===== src/hdl/dgcr_pkg.sv =====
// Package: widths, status codes, result type and GCR frame decode for the reply decoder.
`timescale 1ns / 1ps
package dgcr_pkg;

    localparam int ReplyBits  = 21;
    localparam int CntW       = 5;
    localparam int DurW       = 15;
    localparam int PeriodW    = 12;
    localparam int DividendW  = 16;
    localparam int RawW       = 12;
    localparam int PeriodUsW  = 16;

    localparam logic [PeriodW-1:0] PeriodReset = 12'd53;

    localparam logic [1:0] StatusOk       = 2'd0;
    localparam logic [1:0] StatusBadStart = 2'd1;
    localparam logic [1:0] StatusBadGcr   = 2'd2;
    localparam logic [1:0] StatusBadCrc   = 2'd3;

    localparam logic [RawW-1:0] RawErpmZero = 12'hFFF;

    typedef struct packed {
        logic [1:0]           status;
        logic [RawW-1:0]      raw_value;
        logic                 is_erpm;
        logic [PeriodUsW-1:0] erpm_period;
        logic [3:0]           telem_type;
        logic [7:0]           telem_value;
    } t_result;

    // bit 4 marks a legal code, bits 3..0 the nibble
    function automatic logic [4:0] gcr_lookup(input logic [4:0] code);
        logic [4:0] e;
        unique case (code)
            5'h09:   e = 5'h19;
            5'h0A:   e = 5'h1A;
            5'h0B:   e = 5'h1B;
            5'h0D:   e = 5'h1D;
            5'h0E:   e = 5'h1E;
            5'h0F:   e = 5'h1F;
            5'h12:   e = 5'h12;
            5'h13:   e = 5'h13;
            5'h15:   e = 5'h15;
            5'h16:   e = 5'h16;
            5'h17:   e = 5'h17;
            5'h19:   e = 5'h10;
            5'h1A:   e = 5'h18;
            5'h1B:   e = 5'h11;
            5'h1D:   e = 5'h14;
            5'h1E:   e = 5'h1C;
            default: e = 5'h00;
        endcase
        return e;
    endfunction

    function automatic t_result decode_frame(input logic [ReplyBits-1:0] w);
        t_result          r;
        logic [ReplyBits-1:0] x;
        logic [15:0]      mapped;
        logic             legal;
        logic [4:0]       e;
        logic [3:0]       crc;
        logic [RawW-1:0]  raw;
        logic [3:0]       hi;
        r      = '0;
        x      = w ^ (w >> 1);
        mapped = '0;
        legal  = 1'b1;
        for (int i = 0; i < 4; i++) begin
            e = gcr_lookup(x[5*i +: 5]);
            legal = legal & e[4];
            mapped[4*i +: 4] = e[3:0];
        end
        crc = ~(mapped[7:4] ^ mapped[11:8] ^ mapped[15:12]);
        raw = mapped[15:4];
        hi  = raw[11:8];
        if (!legal) begin
            r.status = StatusBadGcr;
        end else if (crc != mapped[3:0]) begin
            r.status = StatusBadCrc;
        end else begin
            r.status    = StatusOk;
            r.raw_value = raw;
            if (hi == 4'd0 || hi[0]) begin
                r.is_erpm = 1'b1;
                if (raw != RawErpmZero) begin
                    r.erpm_period = {7'd0, raw[8:0]} << raw[11:9];
                end
            end else begin
                r.telem_type  = hi;
                r.telem_value = raw[7:0];
            end
        end
        return r;
    endfunction

endpackage


===== src/hdl/dgcr_if.sv =====
// Channel interfaces: symbol input, decoded reply output, bit period config write.
`timescale 1ns / 1ps
interface dgcr_in_if;
    logic        valid;
    logic        ready;
    logic        first_level;
    logic [14:0] first_duration;
    logic        second_level;
    logic [14:0] second_duration;
    logic        last_symbol;
    modport source (output valid, first_level, first_duration, second_level,
                    second_duration, last_symbol, input ready);
    modport sink   (input valid, first_level, first_duration, second_level,
                    second_duration, last_symbol, output ready);
endinterface

interface dgcr_out_if;
    logic        valid;
    logic        ready;
    logic [1:0]  status;
    logic [11:0] raw_value;
    logic        is_erpm;
    logic [15:0] erpm_period;
    logic [3:0]  telem_type;
    logic [7:0]  telem_value;
    modport source (output valid, status, raw_value, is_erpm, erpm_period,
                    telem_type, telem_value, input ready);
    modport sink   (input valid, status, raw_value, is_erpm, erpm_period,
                    telem_type, telem_value, output ready);
endinterface

interface dgcr_cfg_if;
    logic        valid;
    logic        ready;
    logic [11:0] data;
    modport source (output valid, data, input ready);
    modport sink   (input valid, data, output ready);
endinterface


===== src/hdl/dshot_gcr_reply_decoder.sv =====
// Top level: bidirectional DShot GCR telemetry reply decoder.
//
// Usage:
//   i_in takes one captured line symbol per word (two level/duration phases
//   and a last_symbol flag). Each phase adds round(duration / bit period)
//   bits, at least one, to a 21-bit shift register; a reply ends at 21 bits,
//   at a zero duration or at the last symbol, and is then padded with ones,
//   unscrambled, GCR decoded and CRC checked.
//   o_out gives one word per finished reply (status, payload, eRPM or
//   extended telemetry fields). i_cfg writes the bit period (reset 53).
// Sequence:
//   Each decoded phase runs through one shared 16-step restoring divider:
//   the first phase goes through start, the divide steps, done and shift,
//   then the second phase, unless the reply is full or its duration is
//   zero, through divide, done and shift, so i_in.ready stays low for the
//   whole symbol. A symbol that ends the reply adds a decode and an emit
//   state before the word is valid; a bad start goes from start to emit.
//   i_in.ready is high only while the sequencer is idle.
// Reset clears the reply state and drops o_out.valid. If o_out stalls, the
// finished word waits in the output register and the sequencer holds in
// its emit state until the register frees up.
`timescale 1ns / 1ps
module dshot_gcr_reply_decoder
    import dgcr_pkg::*;
(
    input  logic        i_clk,
    input  logic        i_rst_n,
    dgcr_cfg_if.sink    i_cfg,
    dgcr_in_if.sink     i_in,
    dgcr_out_if.source  o_out
);

    localparam logic [2:0] S_IDLE   = 3'd0;
    localparam logic [2:0] S_START  = 3'd1;
    localparam logic [2:0] S_DIV    = 3'd2;
    localparam logic [2:0] S_SHIFT  = 3'd3;
    localparam logic [2:0] S_DECODE = 3'd4;
    localparam logic [2:0] S_EMIT   = 3'd5;

    logic [2:0]           r_state, n_state;
    logic [PeriodW-1:0]   r_period;
    logic [ReplyBits-1:0] r_shreg, n_shreg;
    logic [CntW-1:0]      r_cnt, n_cnt;
    logic                 r_finished, n_finished;
    logic                 r_expect, n_expect;
    logic                 r_phase, n_phase;
    logic                 r_bad, n_bad;
    logic                 r_ov;
    t_result              r_res;

    logic                 r_l0, r_l1, r_last;
    logic [DurW-1:0]      r_d0, r_d1;

    logic                 w_in_acc;
    logic                 w_load;
    logic                 w_div_start;
    logic                 w_div_sel1;
    logic                 w_div_done;
    logic [DividendW-1:0] w_quo;
    logic [DividendW-1:0] w_dividend;
    logic [PeriodW-1:0]   w_p;
    logic [CntW-1:0]      w_room;
    logic [CntW-1:0]      w_n;
    logic                 w_lvl;
    logic [ReplyBits-1:0] w_ones;
    logic [ReplyBits-1:0] w_shifted;
    t_result              w_res;
    t_result              w_bad_res;

    assign i_cfg.ready = 1'b1;
    assign i_in.ready  = (r_state == S_IDLE);
    assign w_in_acc    = i_in.valid && i_in.ready;

    always_ff @(posedge i_clk) begin
        if (!i_rst_n) begin
            r_period <= PeriodReset;
        end else if (i_cfg.valid) begin
            r_period <= i_cfg.data;
        end
    end

    always_ff @(posedge i_clk) begin
        if (w_in_acc) begin
            r_l0   <= i_in.first_level;
            r_d0   <= i_in.first_duration;
            r_l1   <= i_in.second_level;
            r_d1   <= i_in.second_duration;
            r_last <= i_in.last_symbol;
        end
    end

    // rounding divide: (dur + p/2) / p, a zero period counts as one
    assign w_p        = (r_period == '0) ? PeriodW'(1) : r_period;
    assign w_dividend = DividendW'(w_div_sel1 ? r_d1 : r_d0) + DividendW'(w_p[PeriodW-1:1]);

    dgcr_div #(
        .DdW  (DividendW),
        .DivW (PeriodW)
    ) u_div (
        .i_clk      (i_clk),
        .i_rst_n    (i_rst_n),
        .i_start    (w_div_start),
        .i_dividend (w_dividend),
        .i_divisor  (w_p),
        .o_done     (w_div_done),
        .o_quotient (w_quo)
    );

    // shared bit inserter: phase bits in S_SHIFT, one-padding in S_DECODE
    assign w_room = CntW'(ReplyBits) - r_cnt;
    always_comb begin
        if (r_state == S_DECODE) begin
            w_n   = w_room;
            w_lvl = 1'b1;
        end else begin
            w_lvl = r_phase ? r_l1 : r_l0;
            if (w_quo == '0) begin
                w_n = CntW'(1);
            end else if (w_quo > DividendW'(w_room)) begin
                w_n = w_room;
            end else begin
                w_n = w_quo[CntW-1:0];
            end
        end
    end
    assign w_ones    = ReplyBits'((22'd1 << w_n) - 22'd1);
    assign w_shifted = (r_shreg << w_n) | (w_lvl ? w_ones : '0);

    assign w_res  = decode_frame(r_shreg);
    assign w_load = (r_state == S_EMIT) && (!r_ov || o_out.ready);

    always_comb begin
        w_bad_res        = '0;
        w_bad_res.status = StatusBadStart;
    end

    always_comb begin
        n_state     = r_state;
        n_shreg     = r_shreg;
        n_cnt       = r_cnt;
        n_finished  = r_finished;
        n_expect    = r_expect;
        n_phase     = r_phase;
        n_bad       = r_bad;
        w_div_start = 1'b0;
        w_div_sel1  = 1'b0;
        unique case (r_state)
            S_IDLE: begin
                if (w_in_acc) begin
                    n_state = S_START;
                end
            end
            S_START: begin
                n_phase = 1'b0;
                n_bad   = 1'b0;
                if (r_finished) begin
                    if (r_last) begin
                        n_shreg    = '0;
                        n_cnt      = '0;
                        n_finished = 1'b0;
                        n_expect   = 1'b1;
                    end
                    n_state = S_IDLE;
                end else begin
                    n_expect = 1'b0;
                    if (r_expect && (r_d0 == '0 || r_l0)) begin
                        n_bad   = 1'b1;
                        n_state = S_EMIT;
                    end else if (r_d0 == '0) begin
                        n_state = S_DECODE;
                    end else begin
                        w_div_start = 1'b1;
                        n_state     = S_DIV;
                    end
                end
            end
            S_DIV: begin
                if (w_div_done) begin
                    n_state = S_SHIFT;
                end
            end
            S_SHIFT: begin
                n_shreg = w_shifted;
                n_cnt   = r_cnt + w_n;
                if (r_cnt + w_n == CntW'(ReplyBits)) begin
                    n_state = S_DECODE;
                end else if (!r_phase) begin
                    n_phase = 1'b1;
                    if (r_d1 == '0) begin
                        n_state = S_DECODE;
                    end else begin
                        w_div_start = 1'b1;
                        w_div_sel1  = 1'b1;
                        n_state     = S_DIV;
                    end
                end else if (r_last) begin
                    n_state = S_DECODE;
                end else begin
                    n_state = S_IDLE;
                end
            end
            S_DECODE: begin
                n_shreg = w_shifted;
                n_cnt   = CntW'(ReplyBits);
                n_state = S_EMIT;
            end
            S_EMIT: begin
                if (w_load) begin
                    n_finished = 1'b1;
                    if (r_last) begin
                        n_shreg    = '0;
                        n_cnt      = '0;
                        n_finished = 1'b0;
                        n_expect   = 1'b1;
                    end
                    n_state = S_IDLE;
                end
            end
            default: n_state = S_IDLE;
        endcase
    end

    always_ff @(posedge i_clk) begin
        if (!i_rst_n) begin
            r_state    <= S_IDLE;
            r_shreg    <= '0;
            r_cnt      <= '0;
            r_finished <= 1'b0;
            r_expect   <= 1'b1;
            r_phase    <= 1'b0;
            r_bad      <= 1'b0;
            r_ov       <= 1'b0;
        end else begin
            r_state    <= n_state;
            r_shreg    <= n_shreg;
            r_cnt      <= n_cnt;
            r_finished <= n_finished;
            r_expect   <= n_expect;
            r_phase    <= n_phase;
            r_bad      <= n_bad;
            if (w_load) begin
                r_ov <= 1'b1;
            end else if (o_out.ready) begin
                r_ov <= 1'b0;
            end
        end
    end

    always_ff @(posedge i_clk) begin
        if (w_load) begin
            r_res <= r_bad ? w_bad_res : w_res;
        end
    end

    assign o_out.valid       = r_ov;
    assign o_out.status      = r_res.status;
    assign o_out.raw_value   = r_res.raw_value;
    assign o_out.is_erpm     = r_res.is_erpm;
    assign o_out.erpm_period = r_res.erpm_period;
    assign o_out.telem_type  = r_res.telem_type;
    assign o_out.telem_value = r_res.telem_value;

    a_cnt_range: assert property (@(posedge i_clk) disable iff (!i_rst_n)
        r_cnt <= CntW'(ReplyBits))
        else $error("bit count beyond reply length");

    a_div_done_state: assert property (@(posedge i_clk) disable iff (!i_rst_n)
        w_div_done |-> r_state == S_DIV)
        else $error("divider finished outside divide state");

    a_load_valid: assert property (@(posedge i_clk) disable iff (!i_rst_n)
        w_load |=> o_out.valid)
        else $error("loaded word not presented");

    a_bad_zero: assert property (@(posedge i_clk) disable iff (!i_rst_n)
        (o_out.valid && o_out.status != StatusOk) |->
            (o_out.raw_value == '0 && !o_out.is_erpm && o_out.telem_type == '0))
        else $error("error word carries payload");

    a_erpm_excl: assert property (@(posedge i_clk) disable iff (!i_rst_n)
        (o_out.valid && o_out.is_erpm) |->
            (o_out.telem_type == '0 && o_out.telem_value == '0))
        else $error("eRPM word carries telemetry fields");

endmodule


===== src/hdl/dgcr_div.sv =====
// Restoring divider, one quotient bit per cycle.
`timescale 1ns / 1ps
module dgcr_div
    import dgcr_pkg::*;
#(
    parameter int DdW  = DividendW,
    parameter int DivW = PeriodW
) (
    input  logic            i_clk,
    input  logic            i_rst_n,
    input  logic            i_start,
    input  logic [DdW-1:0]  i_dividend,
    input  logic [DivW-1:0] i_divisor,
    output logic            o_done,
    output logic [DdW-1:0]  o_quotient
);

    localparam int StepW = $clog2(DdW + 1);

    logic             r_busy;
    logic             r_done;
    logic [StepW-1:0] r_step;
    logic [DivW:0]    r_rem;
    logic [DdW-1:0]   r_quo;
    logic [DivW-1:0]  r_div;

    logic [DivW:0]    w_trial;
    logic [DivW+1:0]  w_diff;

    assign w_trial = {r_rem[DivW-1:0], r_quo[DdW-1]};
    assign w_diff  = {1'b0, w_trial} - {2'b00, r_div};

    always_ff @(posedge i_clk) begin
        if (!i_rst_n) begin
            r_busy <= 1'b0;
            r_done <= 1'b0;
            r_step <= '0;
        end else begin
            r_done <= 1'b0;
            if (i_start) begin
                r_busy <= 1'b1;
                r_step <= StepW'(DdW);
            end else if (r_busy) begin
                r_step <= r_step - 1'b1;
                if (r_step == StepW'(1)) begin
                    r_busy <= 1'b0;
                    r_done <= 1'b1;
                end
            end
        end
    end

    always_ff @(posedge i_clk) begin
        if (i_start) begin
            r_rem <= '0;
            r_quo <= i_dividend;
            r_div <= i_divisor;
        end else if (r_busy) begin
            if (!w_diff[DivW+1]) begin
                r_rem <= w_diff[DivW:0];
                r_quo <= {r_quo[DdW-2:0], 1'b1};
            end else begin
                r_rem <= w_trial;
                r_quo <= {r_quo[DdW-2:0], 1'b0};
            end
        end
    end

    assign o_done     = r_done;
    assign o_quotient = r_quo;

endmodule


===== src/flat_wrapper.sv =====
// flat-port wrapper written by rule: the top's interface ports become plain ports
module dshot_gcr_reply_decoder_flat import dgcr_pkg::*;
  (i_clk, i_rst_n, i_cfg_valid, i_cfg_data, i_cfg_ready, i_in_valid, i_in_first_level, i_in_first_duration, i_in_second_level, i_in_second_duration, i_in_last_symbol, i_in_ready, o_out_valid, o_out_status, o_out_raw_value, o_out_is_erpm, o_out_erpm_period, o_out_telem_type, o_out_telem_value, o_out_ready);
  dgcr_cfg_if i_cfg_i ();
  dgcr_in_if i_in_i ();
  dgcr_out_if o_out_i ();
  input  logic i_clk;
  input  logic i_rst_n;
  input wire logic [$bits(i_cfg_i.valid)-1:0] i_cfg_valid;
  input wire logic [$bits(i_cfg_i.data)-1:0] i_cfg_data;
  output wire logic [$bits(i_cfg_i.ready)-1:0] i_cfg_ready;
  input wire logic [$bits(i_in_i.valid)-1:0] i_in_valid;
  input wire logic [$bits(i_in_i.first_level)-1:0] i_in_first_level;
  input wire logic [$bits(i_in_i.first_duration)-1:0] i_in_first_duration;
  input wire logic [$bits(i_in_i.second_level)-1:0] i_in_second_level;
  input wire logic [$bits(i_in_i.second_duration)-1:0] i_in_second_duration;
  input wire logic [$bits(i_in_i.last_symbol)-1:0] i_in_last_symbol;
  output wire logic [$bits(i_in_i.ready)-1:0] i_in_ready;
  output wire logic [$bits(o_out_i.valid)-1:0] o_out_valid;
  output wire logic [$bits(o_out_i.status)-1:0] o_out_status;
  output wire logic [$bits(o_out_i.raw_value)-1:0] o_out_raw_value;
  output wire logic [$bits(o_out_i.is_erpm)-1:0] o_out_is_erpm;
  output wire logic [$bits(o_out_i.erpm_period)-1:0] o_out_erpm_period;
  output wire logic [$bits(o_out_i.telem_type)-1:0] o_out_telem_type;
  output wire logic [$bits(o_out_i.telem_value)-1:0] o_out_telem_value;
  input wire logic [$bits(o_out_i.ready)-1:0] o_out_ready;
  assign i_cfg_i.valid = i_cfg_valid;
  assign i_cfg_i.data = i_cfg_data;
  assign i_cfg_ready = i_cfg_i.ready;
  assign i_in_i.valid = i_in_valid;
  assign i_in_i.first_level = i_in_first_level;
  assign i_in_i.first_duration = i_in_first_duration;
  assign i_in_i.second_level = i_in_second_level;
  assign i_in_i.second_duration = i_in_second_duration;
  assign i_in_i.last_symbol = i_in_last_symbol;
  assign i_in_ready = i_in_i.ready;
  assign o_out_valid = o_out_i.valid;
  assign o_out_status = o_out_i.status;
  assign o_out_raw_value = o_out_i.raw_value;
  assign o_out_is_erpm = o_out_i.is_erpm;
  assign o_out_erpm_period = o_out_i.erpm_period;
  assign o_out_telem_type = o_out_i.telem_type;
  assign o_out_telem_value = o_out_i.telem_value;
  assign o_out_i.ready = o_out_ready;
  dshot_gcr_reply_decoder u_core (.i_clk(i_clk), .i_rst_n(i_rst_n), .i_cfg(i_cfg_i), .i_in(i_in_i), .o_out(o_out_i));
endmodule

===== config.mk =====
export PLATFORM = sky130hd
export DESIGN_NAME = dshot_gcr_reply_decoder_flat
export DESIGN_NICKNAME = d
export VERILOG_FILES = /design/src/hdl/dgcr_pkg.sv /design/src/hdl/dgcr_if.sv /design/src/hdl/dshot_gcr_reply_decoder.sv /design/src/hdl/dgcr_div.sv /design/src/flat_wrapper.sv
export SDC_FILE = /design/constraint.sdc
export NUM_CORES = 1
export LEC_CHECK = 0
export ABC_AREA = 1
export BUFFER_PORTS_ARGS = -buffer_cell sky130_fd_sc_hd__buf_2
export CAP_MARGIN = 30
export CORE_MARGIN = 3
export CORE_UTILIZATION = 40
export CTS_BUF_LIST = sky130_fd_sc_hd__clkbuf_8
export DETAILED_ROUTE_END_ITERATION = 8
export PLACE_DENSITY = 0.65
export RECOVER_POWER = 100
export SLEW_MARGIN = 15
export SYNTH_ARGS = -nofsm -noshare
export SYNTH_HDL_FRONTEND = slang
export SYNTH_SLANG_ARGS = --single-unit

===== constraint.sdc =====
create_clock -name i_clk -period 6.3 [get_ports i_clk]
set_input_delay 0 -clock i_clk [delete_from_list [all_inputs] [get_ports i_clk]]
set_output_delay 0 -clock i_clk [all_outputs]
set_load 0.01 [all_outputs]

==> flow_metrics.py, run 1 <==
metrics = {
    "final_layout": {
        "final_cells": 1913,
        "multi_input_area_um2": 5450,
        "drive_gt1_share_pct": 8.30,
        "fin_area_um2": 12600,
        "final_util_pct": 47.9,
        "num-fill-cells": 2561,
        "area_growth_pct": 16.9,
        "final_nets": 1662,
        "register_area_um2": 4430,
        "diodes": 0,
    },
    "global_routing": {
        "antenna_found_initial": 0,
        "global_route.usage.total_pct": 19.5,
        "grt_start_max_net_pins": 43,
        "grt_pass1_vias": 9473,
        "grt_pass1_wl_um": 46400,
        "gr-total-overflow": 0,
    },
    "critical_path": {
        "crit_cells": 36,
        "cp_max_fo": 5,
        "required_ps": 6550,
        "r2r_slack_ps": 440,
        "r2r-end": "u_core.u_div.o_quotient[14]",
        "cp_common_cell": "nand2_1",
        "timing.critical_path.slowest_cell_delay_ps": 440,
        "critPathArrivalTime_ps": 6110,
        "r2r-start": "u_core.r_cnt[2]",
        "critPathKind": "register to register",
        "cp_top_family": "simple AND/OR/NAND/NOR gates",
        "r2r_cells": 36,
        "crit_path_end_kind": "register",
        "cp_num_buf_inv": 3,
        "critPathLaunchType": "register",
        "critPathLaunch": "u_core.r_cnt[2]",
        "cp_slowest_cell": "fa_1",
    },
    "worst_hold_path": {
        "hold_end": "u_core.r_d1[9]",
        "hold_depth": 2,
        "hp-start": "i_in_second_duration[9]",
        "hp-class": "input pin to register",
    },
    "place": {
        "dp.cells": 1812,
        "hpwl_um": 20000,
        "port_buffers": 94,
        "place.gp.congestion": 0.923,
        "preCtsSetupSlack_ps": 89.9,
        "placed_area_um2": 11500,
    },
    "clock_tree": {
        "clock_sinks": 169,
        "cts_htree_levels": 4,
        "cts.root.buffer_cell": "clkbuf_8",
        "clock_latency_ps": 490,
        "cts_tree": "yes",
        "numCtsBuffers": 17,
        "clockBufferDepth": 2,
        "clk_pin_slew_worst_paths_ps": 120,
    },
    "synthesis": {
        "synth_seq_cells": 169,
        "synthCells": 1435,
        "synth_edf_count": 104,
        "yosysUniqueCellTypes": 49,
        "async_reset_ff_share_pct": 0,
        "syn_nets": 1532,
        "syn-cell-area_um2": 10700,
        "synth-warning-count": 0,
        "avgSynthCellArea_um2": 7.48,
        "synthFlopType": "edfxtp_1",
        "yosysSeqAreaShare_pct": 41.2,
    },
    "timing": {
        "tightest_slew_ps": 1760,
        "clock_skew_ps": 24.8,
        "hold_slack_ps": 212,
        "setup_ws_ps": 438,
        "setup_viol": 0,
        "hold_violations": 0,
        "clock.fmax_mhz": 171,
        "period_minus_slack_ps": 5860,
        "slew_violations": 34,
        "max_slew_margin_pct": -17.3,
        "finalCritPeriodShare_pct": 93.1,
    },
    "run": {
        "maxCapViolCount": 2,
    },
    "floorplanning": {
        "initial_core_util_pct": 41.0,
        "die_h_um": 170,
        "num_rows": 59,
        "io_pins": 96,
        "fp.dieArea_um2": 28800,
        "die_x_um": 170,
        "coreArea_um2": 26200,
    },
    "route": {
        "drt_pre_antenna_iters": 5,
        "drtIter0Drc": 923,
        "ant_nets": 0,
        "wl_per_cell_um": 14.7,
        "vias": 9941,
        "vias_per_cell": 5.20,
        "wl_um": 28200,
        "drcViolationCount": 0,
    },
    "run_status": {
        "violations": "capacitance limit, slew limit",
        "status": "complete, but fails checks",
    },
    "pwr": {
        "p_per_area_nw_per_um2": 401,
        "ir_drop_uv": 226,
        "p_leak_nw": 5.30,
    },
}
[metal layers]
| layer | vias to the layer above | global-route usage [%] | wire (µm) | share of wire, % |
|---|---|---|---|---|
| met5 | - | 0 | 0 | 0 |
| met4 | 0 | 5.83 | 520 | 1.8 |
| met3 | 47 | 3.09 | 1500 | 5.3 |
| met2 | 307 | 31.6 | 12800 | 45 |
| met1 | 4544 | 27.0 | 13400 | 48 |
| li1 | 5043 | - | - | - |
[timing repair]
item                                   4_1_cts  5_1_grt
endpoints found under the hold margin       53        0
gates resized for setup                      0       13
setup endpoints to repair                    0        7
hold buffers                                64        0
buffers inserted                             0        5
[how the worst max path moves through the flow]
| stage | endpoint |
|---|---|
| 2_1_floorplan | u_core.u_div.o_quotient[14] |
| 3_3_place_gp | u_core.u_div.o_quotient[14] |
| 3_5_place_dp | u_core.u_div.o_quotient[14] |
| 4_1_cts | u_core.u_div.o_quotient[14] |
| 5_1_grt | u_core.u_div.o_quotient[14] |
| 6_report | u_core.u_div.o_quotient[14] |
[cell usage in the layout, fill, tap and decap left out, types with 48 or more instances in the layout]
cell	count
nor2_1	115
o21ai_0	89
dlygate4sd3_1	64
inv_1	156
edfxtp_1	104
nand2_1	367
clkbuf_1	50
buf_2	48
a21oi_1	89
dfxtp_1	64
nand3_1	133
[worst register-to-register path, delay by kind of cell, from the launching register on]
family | cells | cell delay (ps)
AO/OA/AOI/OAI | 4 | 600
XOR/XNOR | 3 | 470
adder cells (fa/ha/maj) | 6 | 1760
buffers and inverters | 3 | 180
flip-flops | 1 | 360
multiplexers | 1 | 350
AND/OR/NAND/NOR | 19 | 1950
[kinds of logic after synthesis]
| kind of cell | synth area share [%] |
|---|---|
| DFF | 41.2 |
| AOI/OAI and AO/OA | 11.8 |
| buffers and inverters | 8.51 |
| and+or+nand+nor | 27.2 |
| xor gates and xnor gates | 4.41 |
| muxes | 1.15 |
| adders and majority gates | 5.69 |
| other | 0.0699 |
[where the power goes]
part | total (mW) | internal, mW | switching (mW)
registers | 1.75 | 1.53 | 0.213
logic | 2.45 | 0.827 | 1.63
clock network | 0.833 | 0.313 | 0.519
total | 5.03 | 2.67 | 2.36
[synthesized netlist by cell type (all sizes together), types with 2 or more instances]
library cell  number  share of area (%)
a211oi             2               0.14
a21oi             90                4.2
a31oi              3               0.17
buf               26                1.2
clkbuf            44                1.6
clkinv             4               0.14
conb               2              0.070
dfxtp             65                 12
edfxtp           104                 29
fa                 3               0.56
ha                44                5.1
inv              159                5.6
mux2              11                1.2
nand2            368                 13
nand3            135                6.3
nand3b             5               0.35
nand4             22                1.3
nor2             117                4.1
nor3              25                1.3
nor4              11               0.64
o211ai            18                1.3
o21ai             96                4.5
o21bai             3               0.21
o221ai             2               0.16
o22ai              8               0.47
o31ai              3               0.21
or2                2               0.12
xnor2             26                2.1
xor2              28                2.3
[registers in the layout (all words and copies together) (netlist names), 2 cells and up]
name and count:
u_core.o_out.telem_type 4, u_core.r_shreg 21, u_core.r_period 12, u_core.o_out.telem_value 8
u_core.o_out.status 2, u_core.u_div.r_step 5, u_core.r_state 3, u_core.u_div.o_quotient 16
u_core.o_out.erpm_period 16, u_core.u_div.r_rem 12, u_core.o_out.raw_value 12, u_core.r_d1 15
u_core.r_cnt 5, u_core.u_div.r_div 12, u_core.r_d0 15
[layout make-up]
type	count	area share [%]
clock inverters	15	1.52
inverters	163	4.87
clock buffers	17	1.86
well taps	335	3.34
flip-flops and latches	169	35.3
multi-input cells	1033	43.4
repair buffers	181	9.71
[stage by stage]
step                setup TNS [ps]  total power, mW
floorplan                        0             3.52
detailed placement               0             4.11
CTS                              0             4.97
finish                           0             5.03
global route                 -78.8             5.47
global placement                 0             4.07
Note: power is estimated with default switching activity, not from simulation.
==> run 2: changes to the inputs <==
Settings changed: BUFFER_PORTS_ARGS -buffer_cell sky130_fd_sc_hd__buf_2 to not set, DONT_BUFFER_PORTS set to 1, PLACE_DENSITY 0.65 to 0.61.
==> flow_metrics.py, run 2 (same netlist as run 1, synthesis figures left out) <==
metrics = {
    "run_status": {
        "status": "complete, but fails checks",
        "violations": "capacitance limit, slew limit",
    },
    "global_routing": {
        "global_route.usage.total_pct": 18.7,
        "grt_pass1_wl_um": 44200,
        "gr-total-overflow": 0,
        "grt_pass1_vias": 8797,
        "antenna_found_initial": 0,
        "grt_start_max_net_pins": 43,
    },
    "route": {
        "ant_nets": 0,
        "vias_per_cell": 5.28,
        "drt_pre_antenna_iters": 5,
        "drcViolationCount": 0,
        "wl_um": 27200,
        "wl_per_cell_um": 15.1,
        "vias": 9526,
        "drtIter0Drc": 730,
    },
    "timing": {
        "finalCritPeriodShare_pct": 92.6,
        "period_minus_slack_ps": 5840,
        "clock_skew_ps": 19.3,
        "clock.fmax_mhz": 171,
        "setup_viol": 0,
        "slew_violations": 34,
        "max_slew_margin_pct": -22.3,
        "hold_violations": 0,
        "tightest_slew_ps": 1830,
    },
    "run": {
        "maxCapViolCount": 1,
    },
    "clock_tree": {
        "clk_pin_slew_worst_paths_ps": 100,
        "numCtsBuffers": 17,
        "cts_htree_levels": 4,
        "cts_tree": "yes",
        "clock_latency_ps": 470,
        "cts.root.buffer_cell": "clkbuf_8",
        "clock_sinks": 169,
        "clockBufferDepth": 2,
    },
    "critical_path": {
        "required_ps": 6520,
        "cp_common_cell": "nand2_1",
        "cp_top_family": "simple AND/OR/NAND/NOR gates",
        "critPathArrivalTime_ps": 6050,
        "cp_num_buf_inv": 3,
        "cp_max_fo": 5,
        "cp_slowest_cell": "fa_1",
        "critPathLaunchType": "register",
        "timing.critical_path.slowest_cell_delay_ps": 430,
        "crit_path_end_kind": "register",
        "critPathKind": "register to register",
    },
    "pwr": {
        "p_total_mw": 4.93,
        "p_leak_nw": 4.99,
        "ir_drop_uv": 197,
        "p_per_area_nw_per_um2": 412,
    },
    "place": {
        "place.gp.congestion": 0.912,
        "hpwl_um": 19600,
        "dp.cells": 1718,
        "port_buffers": 0,
        "placed_area_um2": 11000,
    },
    "floorplanning": {
        "initial_core_util_pct": 41.0,
        "coreArea_um2": 26200,
        "die_x_um": 170,
        "io_pins": 96,
        "die_h_um": 170,
        "fp.dieArea_um2": 28800,
        "num_rows": 59,
    },
    "final_layout": {
        "fin_area_um2": 11900,
        "diodes": 0,
        "drive_gt1_share_pct": 5.51,
        "regMostFlops": "u_core.r_shreg",
        "most-common-layout-cells": "367 x nand2_1, 156 x inv_1, 133 x nand3_1",
        "final_util_pct": 45.6,
        "final_cells": 1805,
        "area_growth_pct": 11.3,
        "largest_reg_flops": 21,
        "final_nets": 1554,
        "final_common_cell": "nand2_1",
    },
    "worst_hold_path": {
        "hp-class": "input pin to register",
    },
}
-- run 2: per-stage QoR --
stage	TNS, ps	worst slack (ps)	hold slack, ps
3_5_place_dp	0	199	98.9
4_1_cts	0	166	12.4
2_1_floorplan	0	1.93	98.9
3_3_place_gp	0	333	96.0
6_report	0	463	17.7
5_1_grt	-83.4	-41.5	50.6
-- run 2: area by class of cell --
class / instances / area, µm²
inverters: 163 / 612
clock buffers: 18 / 248
repair buffers: 73 / 667
flip-flops and latches: 169 / 4420
clock inverters: 14 / 141
well taps: 335 / 419
fillers: 2550 / 14300
multi-input cells: 1033 / 5430
-- run 2: metal layers --
metal  wire [µm]  GRT usage (%)  up-vias
met5           0              0        -
met4         386           4.98        0
met3        1490           3.11       32
met2       12200           29.5      298
met1       13100           26.8     4366
li1            -              -     4830
-- run 2: worst register-to-register path: cells and delay by family (launching register included) --
family                     cells  cell delay (ps)
muxes                          1              340
adders and majority gates      6             1830
AOI/OAI and AO/OA              4              590
and+or+nand+nor               19             1920
DFF                            1              350
xor gates and xnor gates       3              440
buffers and inverters          3              170
-- run 2: power breakdown --
group	switching, mW	internal, mW
sequential	0.226	1.54
clock	0.439	0.334
combinational	1.59	0.799
-- run 2: worst paths after layout --
check                                            start                          end  slack (ps)  depth (start not counted)
worst max-delay path                   u_core.r_cnt[2]  u_core.u_div.o_quotient[14]         460                         36
worst min-delay path                           i_rst_n           u_core.r_shreg[13]          20                          2
worst max register to register         u_core.r_cnt[2]  u_core.u_div.o_quotient[14]         460                         36
worst min register to register  u_core.u_div.r_rem[11]       u_core.u_div.r_rem[11]         490                          2
-- run 2: repair_timing --
action	in CTS	in global routing
hold endpoints to repair	58	0
hold buffers	49	0
buffers inserted	0	6
endpoints found under the setup margin	0	6
gates resized for setup	0	9
